--- src/gyro_jitter_rms_window_core_assert.svh ---
// Assertion helpers, clocked on clk and disabled while rst is high.
`ifndef GYRO_JITTER_RMS_WINDOW_CORE_ASSERT_SVH
`define GYRO_JITTER_RMS_WINDOW_CORE_ASSERT_SVH

// Consequent must hold in the same cycle as the antecedent.
`define GJR_ASSERT_NOW(label, ante, cons, msg) \
  label: assert property (@(posedge clk) disable iff (rst) (ante) |-> (cons)) \
    else $error(msg);

// Consequent must hold in the cycle after the antecedent.
`define GJR_ASSERT_NEXT(label, ante, cons, msg) \
  label: assert property (@(posedge clk) disable iff (rst) (ante) |=> (cons)) \
    else $error(msg);

`endif

--- src/gjr_pkg.sv ---
package gjr_pkg;

  localparam int unsigned WINDOW_DEFAULT = 20;
  localparam int unsigned RATE_W         = 16;
  localparam int unsigned MAG_W          = 24;
  localparam int unsigned FILL_W         = 5;
  localparam int unsigned FRAC_W         = 8;
  localparam int unsigned SQ_W           = 2 * MAG_W;

  typedef enum logic [3:0] {
    ST_IDLE,
    ST_MUL_X,
    ST_MUL_Y,
    ST_MUL_Z,
    ST_MUL_END,
    ST_ROOT_MAG,
    ST_OLD_MUL,
    ST_NEW_MUL,
    ST_SUM_ADD,
    ST_DIV,
    ST_ROOT_RMS,
    ST_FINISH
  } gjr_state_t;

endpackage

--- src/gjr_in_if.sv ---
interface gjr_in_if import gjr_pkg::*; ();
  logic                     valid;
  logic                     ready;
  logic signed [RATE_W-1:0] rate_x;
  logic signed [RATE_W-1:0] rate_y;
  logic signed [RATE_W-1:0] rate_z;

  modport source (output valid, output rate_x, output rate_y, output rate_z, input ready);
  modport sink (input valid, input rate_x, input rate_y, input rate_z, output ready);
endinterface

--- src/gjr_out_if.sv ---
interface gjr_out_if import gjr_pkg::*; ();
  logic              valid;
  logic              ready;
  logic [MAG_W-1:0]  magnitude;
  logic [MAG_W-1:0]  jitter_rms;
  logic [FILL_W-1:0] fill_count;

  modport source (output valid, output magnitude, output jitter_rms, output fill_count,
                  input ready);
  modport sink (input valid, input magnitude, input jitter_rms, input fill_count,
                output ready);
endinterface

--- src/gjr_ram.sv ---
module gjr_ram #(
  parameter int unsigned WIDTH = 24,
  parameter int unsigned DEPTH = 20
) (
  input  logic                     clk,
  input  logic                     we,
  input  logic [$clog2(DEPTH)-1:0] waddr,
  input  logic [WIDTH-1:0]         wdata,
  input  logic [$clog2(DEPTH)-1:0] raddr,
  output logic [WIDTH-1:0]         rdata
);

  logic [WIDTH-1:0] mem [DEPTH];

  always_ff @(posedge clk) begin
    if (we) begin
      mem[waddr] <= wdata;
    end
    rdata <= mem[raddr];
  end

endmodule

--- src/gyro_jitter_rms_window_core.sv ---
// Sliding-window RMS of gyro vector magnitude. Each sample word gives
// magnitude = floor(sqrt((x^2+y^2+z^2) * 2^16)) (8 fraction bits), stores it in
// a ring of WINDOW entries and returns the RMS floor(sqrt(sum/fill)) of the
// stored magnitudes with the fill count (1..WINDOW). A new sample is taken only
// once the last result is in the output register. The block uses a restoring
// divider (two quotient bits per cycle) and the shared square-root unit (two
// root bits per cycle, used twice); the three squares and the window update
// share one 24x24 multiplier. Results sit in an output register; the block
// only waits in its last step when the previous result has not yet been taken.
// Ring contents are not cleared after reset.
`include "gyro_jitter_rms_window_core_assert.svh"

module gyro_jitter_rms_window_core
  import gjr_pkg::*;
#(
  parameter int unsigned WINDOW = WINDOW_DEFAULT
) (
  input logic       clk,
  input logic       rst,
  gjr_in_if.sink    sample,
  gjr_out_if.source result
);

  localparam int unsigned SLOT_W     = $clog2(WINDOW);
  localparam int unsigned CNT_W      = $clog2(WINDOW + 1);
  localparam int unsigned SUM_W      = SQ_W + $clog2(WINDOW);
  localparam int unsigned DIV_W      = SUM_W + (SUM_W % 2);
  localparam int unsigned DIV_STEPS  = DIV_W / 2;
  localparam int unsigned ROOT_STEPS = MAG_W / 2;
  localparam int unsigned STEP_W     = $clog2(DIV_STEPS + 1);
  localparam int unsigned ACC_W      = 2 * RATE_W;
  localparam int unsigned REM_W      = MAG_W + 2;

  gjr_state_t state, state_next;

  logic [RATE_W-1:0] ax, ay, az;
  logic [ACC_W-1:0]  ss;
  logic [MAG_W-1:0]  mul_a, mul_b;
  logic [SQ_W-1:0]   prod;
  logic [SQ_W-1:0]   rad;
  logic [REM_W-1:0]  rem, rem_next;
  logic [MAG_W-1:0]  root, root_next;
  logic [MAG_W-1:0]  mag;
  logic [SUM_W-1:0]  sum, sum_next;
  logic [SLOT_W-1:0] slot, slot_next;
  logic              full;
  logic              wrap;
  logic [CNT_W-1:0]  fill, fill_next;
  logic [DIV_W-1:0]  div_q, div_q_next;
  logic [CNT_W-1:0]  div_rem, div_rem_next;
  logic [STEP_W-1:0] step;
  logic              ram_we;
  logic [MAG_W-1:0]  ram_rdata;
  logic              out_free;
  logic              root_last, div_last;

  gjr_ram #(
    .WIDTH (MAG_W),
    .DEPTH (WINDOW)
  ) u_ring (
    .clk   (clk),
    .we    (ram_we),
    .waddr (slot),
    .wdata (mag),
    .raddr (slot),
    .rdata (ram_rdata)
  );

  assign sample.ready = (state == ST_IDLE);
  assign out_free     = !result.valid || result.ready;
  assign ram_we       = (state == ST_NEW_MUL);
  assign root_last    = (step == STEP_W'(ROOT_STEPS - 1));
  assign div_last     = (step == STEP_W'(DIV_STEPS - 1));

  // shared multiplier operand select
  always_comb begin
    case (state)
      ST_MUL_X:   begin mul_a = MAG_W'(ax); mul_b = MAG_W'(ax); end
      ST_MUL_Y:   begin mul_a = MAG_W'(ay); mul_b = MAG_W'(ay); end
      ST_MUL_Z:   begin mul_a = MAG_W'(az); mul_b = MAG_W'(az); end
      ST_OLD_MUL: begin mul_a = ram_rdata;  mul_b = ram_rdata;  end
      default:    begin mul_a = mag;        mul_b = mag;        end
    endcase
  end

  // square root: two digit-by-digit steps per cycle
  always_comb begin
    logic [REM_W+1:0] r_ext;
    logic [REM_W+1:0] trial;
    logic [REM_W-1:0] r_w;
    logic [MAG_W-1:0] q_w;
    r_w = rem;
    q_w = root;
    for (int i = 0; i < 2; i++) begin
      r_ext = {r_w, rad[SQ_W-1-2*i -: 2]};
      trial = (REM_W + 2)'({q_w, 2'b01});
      if (r_ext >= trial) begin
        r_ext = r_ext - trial;
        q_w   = {q_w[MAG_W-2:0], 1'b1};
      end else begin
        q_w   = {q_w[MAG_W-2:0], 1'b0};
      end
      r_w = r_ext[REM_W-1:0];
    end
    rem_next  = r_w;
    root_next = q_w;
  end

  // restoring divide by fill count: two quotient bits per cycle
  always_comb begin
    logic [CNT_W:0]   r_ext;
    logic [CNT_W-1:0] r_w;
    logic [DIV_W-1:0] q_w;
    r_w = div_rem;
    q_w = div_q;
    for (int i = 0; i < 2; i++) begin
      r_ext = {r_w, q_w[DIV_W-1]};
      q_w   = {q_w[DIV_W-2:0], 1'b0};
      if (r_ext >= {1'b0, fill}) begin
        r_ext  = r_ext - {1'b0, fill};
        q_w[0] = 1'b1;
      end
      r_w = r_ext[CNT_W-1:0];
    end
    div_rem_next = r_w;
    div_q_next   = q_w;
  end

  // window bookkeeping for the sample being stored
  always_comb begin
    wrap      = (slot == SLOT_W'(WINDOW - 1));
    slot_next = wrap ? '0 : slot + 1'b1;
    fill_next = (full || wrap) ? CNT_W'(WINDOW) : CNT_W'(slot) + 1'b1;
    sum_next  = sum + SUM_W'(prod);
  end

  always_comb begin
    state_next = state;
    case (state)
      ST_IDLE:     if (sample.valid) state_next = ST_MUL_X;
      ST_MUL_X:    state_next = ST_MUL_Y;
      ST_MUL_Y:    state_next = ST_MUL_Z;
      ST_MUL_Z:    state_next = ST_MUL_END;
      ST_MUL_END:  state_next = ST_ROOT_MAG;
      ST_ROOT_MAG: if (root_last) state_next = ST_OLD_MUL;
      ST_OLD_MUL:  state_next = ST_NEW_MUL;
      ST_NEW_MUL:  state_next = ST_SUM_ADD;
      ST_SUM_ADD:  state_next = ST_DIV;
      ST_DIV:      if (div_last) state_next = ST_ROOT_RMS;
      ST_ROOT_RMS: if (root_last) state_next = ST_FINISH;
      ST_FINISH:   if (out_free) state_next = ST_IDLE;
      default:     state_next = ST_IDLE;
    endcase
  end

  always_ff @(posedge clk) begin
    if (rst) begin
      state <= ST_IDLE;
    end else begin
      state <= state_next;
    end
  end

  always_ff @(posedge clk) begin
    prod <= mul_a * mul_b;
    if (rst) begin
      slot         <= '0;
      full         <= 1'b0;
      sum          <= '0;
      fill         <= '0;
      step         <= '0;
      result.valid <= 1'b0;
    end else begin
      // in the last step a taken word is replaced by the next one below
      if (result.valid && result.ready && (state != ST_FINISH)) begin
        result.valid <= 1'b0;
      end
      case (state)
        ST_IDLE: begin
          if (sample.valid) begin
            ax   <= sample.rate_x[RATE_W-1] ? $unsigned(-sample.rate_x)
                                            : $unsigned(sample.rate_x);
            ay   <= sample.rate_y[RATE_W-1] ? $unsigned(-sample.rate_y)
                                            : $unsigned(sample.rate_y);
            az   <= sample.rate_z[RATE_W-1] ? $unsigned(-sample.rate_z)
                                            : $unsigned(sample.rate_z);
            ss   <= '0;
            step <= '0;
          end
        end
        ST_MUL_Y, ST_MUL_Z: begin
          ss <= ss + prod[ACC_W-1:0];
        end
        ST_MUL_END: begin
          rad  <= SQ_W'({ss + prod[ACC_W-1:0], {(2 * FRAC_W){1'b0}}});
          rem  <= '0;
          root <= '0;
          step <= '0;
        end
        ST_ROOT_MAG, ST_ROOT_RMS: begin
          rad  <= {rad[SQ_W-5:0], 4'b0000};
          rem  <= rem_next;
          root <= root_next;
          step <= step + 1'b1;
          if (state == ST_ROOT_MAG && root_last) begin
            mag <= root_next;
          end
        end
        ST_NEW_MUL: begin
          // prod holds the square of the entry about to be overwritten
          if (full) begin
            sum <= sum - SUM_W'(prod);
          end
        end
        ST_SUM_ADD: begin
          sum     <= sum_next;
          div_q   <= DIV_W'(sum_next);
          div_rem <= '0;
          slot    <= slot_next;
          full    <= full | wrap;
          fill    <= fill_next;
          step    <= '0;
        end
        ST_DIV: begin
          div_q   <= div_q_next;
          div_rem <= div_rem_next;
          if (div_last) begin
            rad  <= div_q_next[SQ_W-1:0];
            rem  <= '0;
            root <= '0;
            step <= '0;
          end else begin
            step <= step + 1'b1;
          end
        end
        ST_FINISH: begin
          if (out_free) begin
            result.valid      <= 1'b1;
            result.magnitude  <= mag;
            result.jitter_rms <= root;
            result.fill_count <= FILL_W'(fill);
          end
        end
        default: begin
        end
      endcase
    end
  end

  `GJR_ASSERT_NOW(a_slot_range, 1'b1, slot <= SLOT_W'(WINDOW - 1), "write slot past window end")
  `GJR_ASSERT_NEXT(a_full_sticky, full, full, "window full flag dropped")
  `GJR_ASSERT_NOW(a_div_rem_bound, state == ST_DIV, div_rem < fill, "divider remainder too large")
  `GJR_ASSERT_NOW(a_root_rem_bound, (state == ST_ROOT_MAG) || (state == ST_ROOT_RMS), rem <= (REM_W'(root) << 1), "root remainder above twice root")
  `GJR_ASSERT_NEXT(a_busy_after_accept, sample.valid && sample.ready, !sample.ready, "word taken while busy")

endmodule
--- src/flat_wrapper.sv ---
// flat-port wrapper written by rule: the top's interface ports become plain ports
module gyro_jitter_rms_window_core_flat import gjr_pkg::*;
#(
  parameter int unsigned WINDOW = WINDOW_DEFAULT
)
  (clk, rst, sample_valid, sample_rate_x, sample_rate_y, sample_rate_z, sample_ready, result_valid, result_magnitude, result_jitter_rms, result_fill_count, result_ready);
  gjr_in_if sample_i ();
  gjr_out_if result_i ();
  input logic clk;
  input logic rst;
  input wire logic [$bits(sample_i.valid)-1:0] sample_valid;
  input wire logic [$bits(sample_i.rate_x)-1:0] sample_rate_x;
  input wire logic [$bits(sample_i.rate_y)-1:0] sample_rate_y;
  input wire logic [$bits(sample_i.rate_z)-1:0] sample_rate_z;
  output wire logic [$bits(sample_i.ready)-1:0] sample_ready;
  output wire logic [$bits(result_i.valid)-1:0] result_valid;
  output wire logic [$bits(result_i.magnitude)-1:0] result_magnitude;
  output wire logic [$bits(result_i.jitter_rms)-1:0] result_jitter_rms;
  output wire logic [$bits(result_i.fill_count)-1:0] result_fill_count;
  input wire logic [$bits(result_i.ready)-1:0] result_ready;
  assign sample_i.valid = sample_valid;
  assign sample_i.rate_x = sample_rate_x;
  assign sample_i.rate_y = sample_rate_y;
  assign sample_i.rate_z = sample_rate_z;
  assign sample_ready = sample_i.ready;
  assign result_valid = result_i.valid;
  assign result_magnitude = result_i.magnitude;
  assign result_jitter_rms = result_i.jitter_rms;
  assign result_fill_count = result_i.fill_count;
  assign result_i.ready = result_ready;
  gyro_jitter_rms_window_core #(.WINDOW(WINDOW)) u_core (.clk(clk), .rst(rst), .sample(sample_i), .result(result_i));
endmodule
--- config.mk ---
export PLATFORM = sky130hd
export DESIGN_NAME = gyro_jitter_rms_window_core_flat
export DESIGN_NICKNAME = d
export VERILOG_FILES = /design/src/gjr_pkg.sv /design/src/gjr_in_if.sv /design/src/gjr_out_if.sv /design/src/gjr_ram.sv /design/src/gyro_jitter_rms_window_core.sv /design/src/flat_wrapper.sv
export VERILOG_INCLUDE_DIRS = /design/src /design/src/src
export SDC_FILE = /design/constraint.sdc
export NUM_CORES = 2
export LEC_CHECK = 0
export ABC_AREA = 1
export CORE_MARGIN = 3
export CORE_UTILIZATION = 55
export DETAILED_ROUTE_END_ITERATION = 10
export DONT_BUFFER_PORTS = 1
export PLACE_DENSITY = 0.82
export SYNTH_ARGS = -nofsm -noshare
export SYNTH_HDL_FRONTEND = slang
export SYNTH_SLANG_ARGS = --single-unit
--- constraint.sdc ---
create_clock -name clk -period 8.63 [get_ports clk]
set_clock_uncertainty 0.2 [all_clocks]
set_input_delay 0.863 -clock clk [delete_from_list [all_inputs] [get_ports clk]]
set_output_delay 0.863 -clock clk [all_outputs]
set_load 0.1 [all_outputs]
==> impl_metrics.csv <==
group,metric,value,unit
outcome,status,"finished, final reports clean",
timing,fin_tns_setup,0,ns
finish,fillCellCount,9664,
detailed_routing,detailedRoute.firstPassIterationCount,8,
yosys,commonest_cells_in_the_synthesized_netlist,"sky130_fd_sc_hd__inv_1 (1,297), sky130_fd_sc_hd__nand2_1 (1,097), sky130_fd_sc_hd__nor2_1 (948), sky130_fd_sc_hd__edfxtp_1 (794), sky130_fd_sc_hd__o21ai_0 (513)",
floorplanning,die_x,351,microns
clock_network,ctsLongestPathBuffers,3,
clock_network,clkTransAtPathRegs,0.06,ns
placement,gp_congestion,1.02,
timing,timing.final.crit_period,8.24,ns
timing,final-hold-violation-count,0,
yosys,avgSynthCellArea,8.93,sq um
yosys,synth-seq-cells,939,
yosys,post-synth-top-area-fraction,0.365,
finish,num-nets-final,8114,
global_route,groute.usage.overall,0.329,
yosys,yosysSeqAreaShare,0.410,
finish,final_core_utilization,0.604,
yosys,synth_async_sr_flop_share,0,
floorplanning,ioPinCount,107,
yosys,yosys.area.top_type,"sky130_fd_sc_hd__edfxtp_1",
timing,max_clock_freq,121,MHz
detailed_routing,detail_route.iter0.violations,6990,
floorplanning,core_footprint,117000,sq um
setup_path,worstPathRequired,8.98,ns
floorplanning,die_y,351,microns
timing,finalSetupViolations,0,
placement,hpwlAfterDp,150000,microns
yosys,synthesis.yosys.warnings,0,
timing,final_min_period_over_clock_period,0.954,
yosys,synth_nets,8155,
global_route,number_of_global_route_vias_before_repair,51200,
clock_network,cts_htree_levels,3,
detailed_routing,route.antenna.remaining_nets,0,
placement,place_inst,8688,
floorplanning,die-area,123000,sq um
clock_network,clk_latency,0.71,ns
setup_path,slowest_stage,"sky130_fd_sc_hd__fa_1",
clock_network,cts_sinks,939,
run,cap_viol_max_count,0,
timing,transition_time_at_the_pin_with_the_least_slew_margin,1.30,ns
finish,multi_input_gate_area_in_the_final_layout,32800,sq um
yosys,cell_count_after_synthesis,7311,
detailed_routing,postRouteWirelength,203000,microns
finish,drive_gt1_frac,0.0542,
detailed_routing,routed_via_density,5.97,
finish,layout.cells.non_filler,8875,
global_route,grt_first_pass_wirelength,306000,microns
detailed_routing,vias,53000,
global_route,grt_remaining_overflow,0,
detailed_routing,detail_route.wl_per_cell,22.9,microns
clock_network,cts_buffers,91,
finish,seqCellArea,26800,sq um
clock_network,tritoncts,"yes",
yosys,synthMostInstantiatedCell,"sky130_fd_sc_hd__inv_1",
floorplanning,initial_utilization,0.558,
global_route,grt_start_max_net_pins,92,
yosys,post_synth_instance_area,65300,sq um
timing,relative_slew_slack,0.129,
setup_path,worst_path_most_repeated_cell,"sky130_fd_sc_hd__inv_1",
yosys,synth.area.top_cells,"sky130_fd_sc_hd__edfxtp_1 (37%), sky130_fd_sc_hd__fa_1 (13%), sky130_fd_sc_hd__inv_1 (7.5%), sky130_fd_sc_hd__ha_1 (7.0%), sky130_fd_sc_hd__nand2_1 (6.3%)",
finish,syn_to_final_growth,8.12,%
placement,portBuffers,0,
timing,total_count_of_max_transition_violations_in_the_final_report,0,
setup_path,critical_path_peak_fanout,19,
floorplanning,placementRows,125,
setup_path,timing.critical_path.buf_inv,13,
yosys,synth_enable_flop_cells,794,
global_route,grt_antenna_before_repair,7,
clock_network,clock_tree.root_cell,"sky130_fd_sc_hd__clkbuf_16",
setup_path,crit_path_max_incr_delay,0.58,ns
setup_path,startpoint_type,"flop",
setup_path,cp_top_family,"adder cells",
min_path,hold_path_class,"input port to flop",
setup_path,critical_path_class,"flop to flop",
yosys,prevailing_post_synth_register_cell,"sky130_fd_sc_hd__edfxtp_1",
detailed_routing,residual_drc_count,0,
yosys,netlist-cell-type-count,61,
setup_path,critical_path_arrival,8.59,ns
setup_path,timing.critical_path.to_type,"flop",
## logic make-up (layout without fill, tap and decap cells)
| kind of cell | Yosys count | after routing | share of synthesized area |
|---|---|---|---|
| fa+ha+maj | 792 | 792 | 0.201 |
| flops | 939 | 939 | 0.410 |
| xor+xnor | 191 | 191 | 0.0256 |
| other cells | 0 | 2 | 0 |
| buf+inv | 1562 | 1600 | 0.0910 |
| simple gates | 2528 | 2528 | 0.159 |
| compound gates | 1299 | 1299 | 0.114 |
## per-layer routing
| metal | global-route usage | wire [microns] |
|---|---|---|
| met2 | 0.508 | 90300 |
| met5 | 0 | 47 |
| met4 | 0.136 | 8730 |
| met1 | 0.451 | 80500 |
| met3 | 0.0712 | 23800 |
## registers in the layout, summed over array words and instances (netlist names), 26 cells and up
signal,cells
u_core.prod,47
u_core.div_q,54
u_core.u_ring.mem,480
u_core.rem,26
u_core.sum,53
u_core.ss,32
u_core.rad,48
## per-stage QoR
| stage | area [sq um] | setup WS, ns | hold WS (ns) |
|---|---|---|---|
| floorplan | 65300 | 1.20 | 0.208 |
| global placement | 67200 | 0.354 | 0.218 |
| detailed placement | 67200 | 0.231 | 0.218 |
| CTS | 70500 | 0.199 | 0.000307 |
| global route | 70600 | -0.000836 | 0.0209 |
| finish | 70600 | 0.393 | 0.0402 |
## cell type report
class | count | share of cell area
multi-input cells | 4810 | 0.465
clock inverters | 54 | 0.0108
flip-flops and latches | 939 | 0.379
diodes | 2 | 0.0000709
clock buffers | 118 | 0.0358
inverters | 1319 | 0.0705
repair inverters | 1 | 0.0000709
repair buffers | 108 | 0.0117
well taps | 1524 | 0.0270
## final timing paths
kind	start	to	slack, ns	depth (start not counted)
worst min register to register	u_core.fill[2]	u_core.result.fill_count[2]	0.23	0
worst max-delay path	u_core.state[2]	u_core.prod[47]	0.39	35
worst max register to register	u_core.state[2]	u_core.prod[47]	0.39	35
worst min-delay path	rst	u_core.slot[1]	0.04	1
## timing repair
action | in CTS | in global routing
gates resized for setup | 0 | 18
buffers inserted | 0 | 11
endpoints found under the setup margin | 0 | 18
endpoints found under the hold margin | 1 | 0
hold buffers | 1 | 0
## cell usage in the layout (no fill, tap or decap), types with 33 or more instances in the layout
cell type and n:
sky130_fd_sc_hd__o21ai_0 510, sky130_fd_sc_hd__a21oi_1 346, sky130_fd_sc_hd__inv_1 1288, sky130_fd_sc_hd__o211ai_1 63, sky130_fd_sc_hd__nor2_1 920, sky130_fd_sc_hd__xnor2_1 71, sky130_fd_sc_hd__clkbuf_16 93, sky130_fd_sc_hd__nand4_1 34
sky130_fd_sc_hd__nor3_1 48, sky130_fd_sc_hd__or2_2 33, sky130_fd_sc_hd__buf_4 105, sky130_fd_sc_hd__fa_1 425, sky130_fd_sc_hd__nand2_1 1096, sky130_fd_sc_hd__nand3_1 285, sky130_fd_sc_hd__dfxtp_1 142, sky130_fd_sc_hd__o22ai_1 112
sky130_fd_sc_hd__xor2_1 120, sky130_fd_sc_hd__a31oi_1 49, sky130_fd_sc_hd__edfxtp_1 794, sky130_fd_sc_hd__ha_1 367
Power is left out: the tool's default activity adds up to more than one toggle a clock period on the data nets, which glitch-free logic cannot reach.
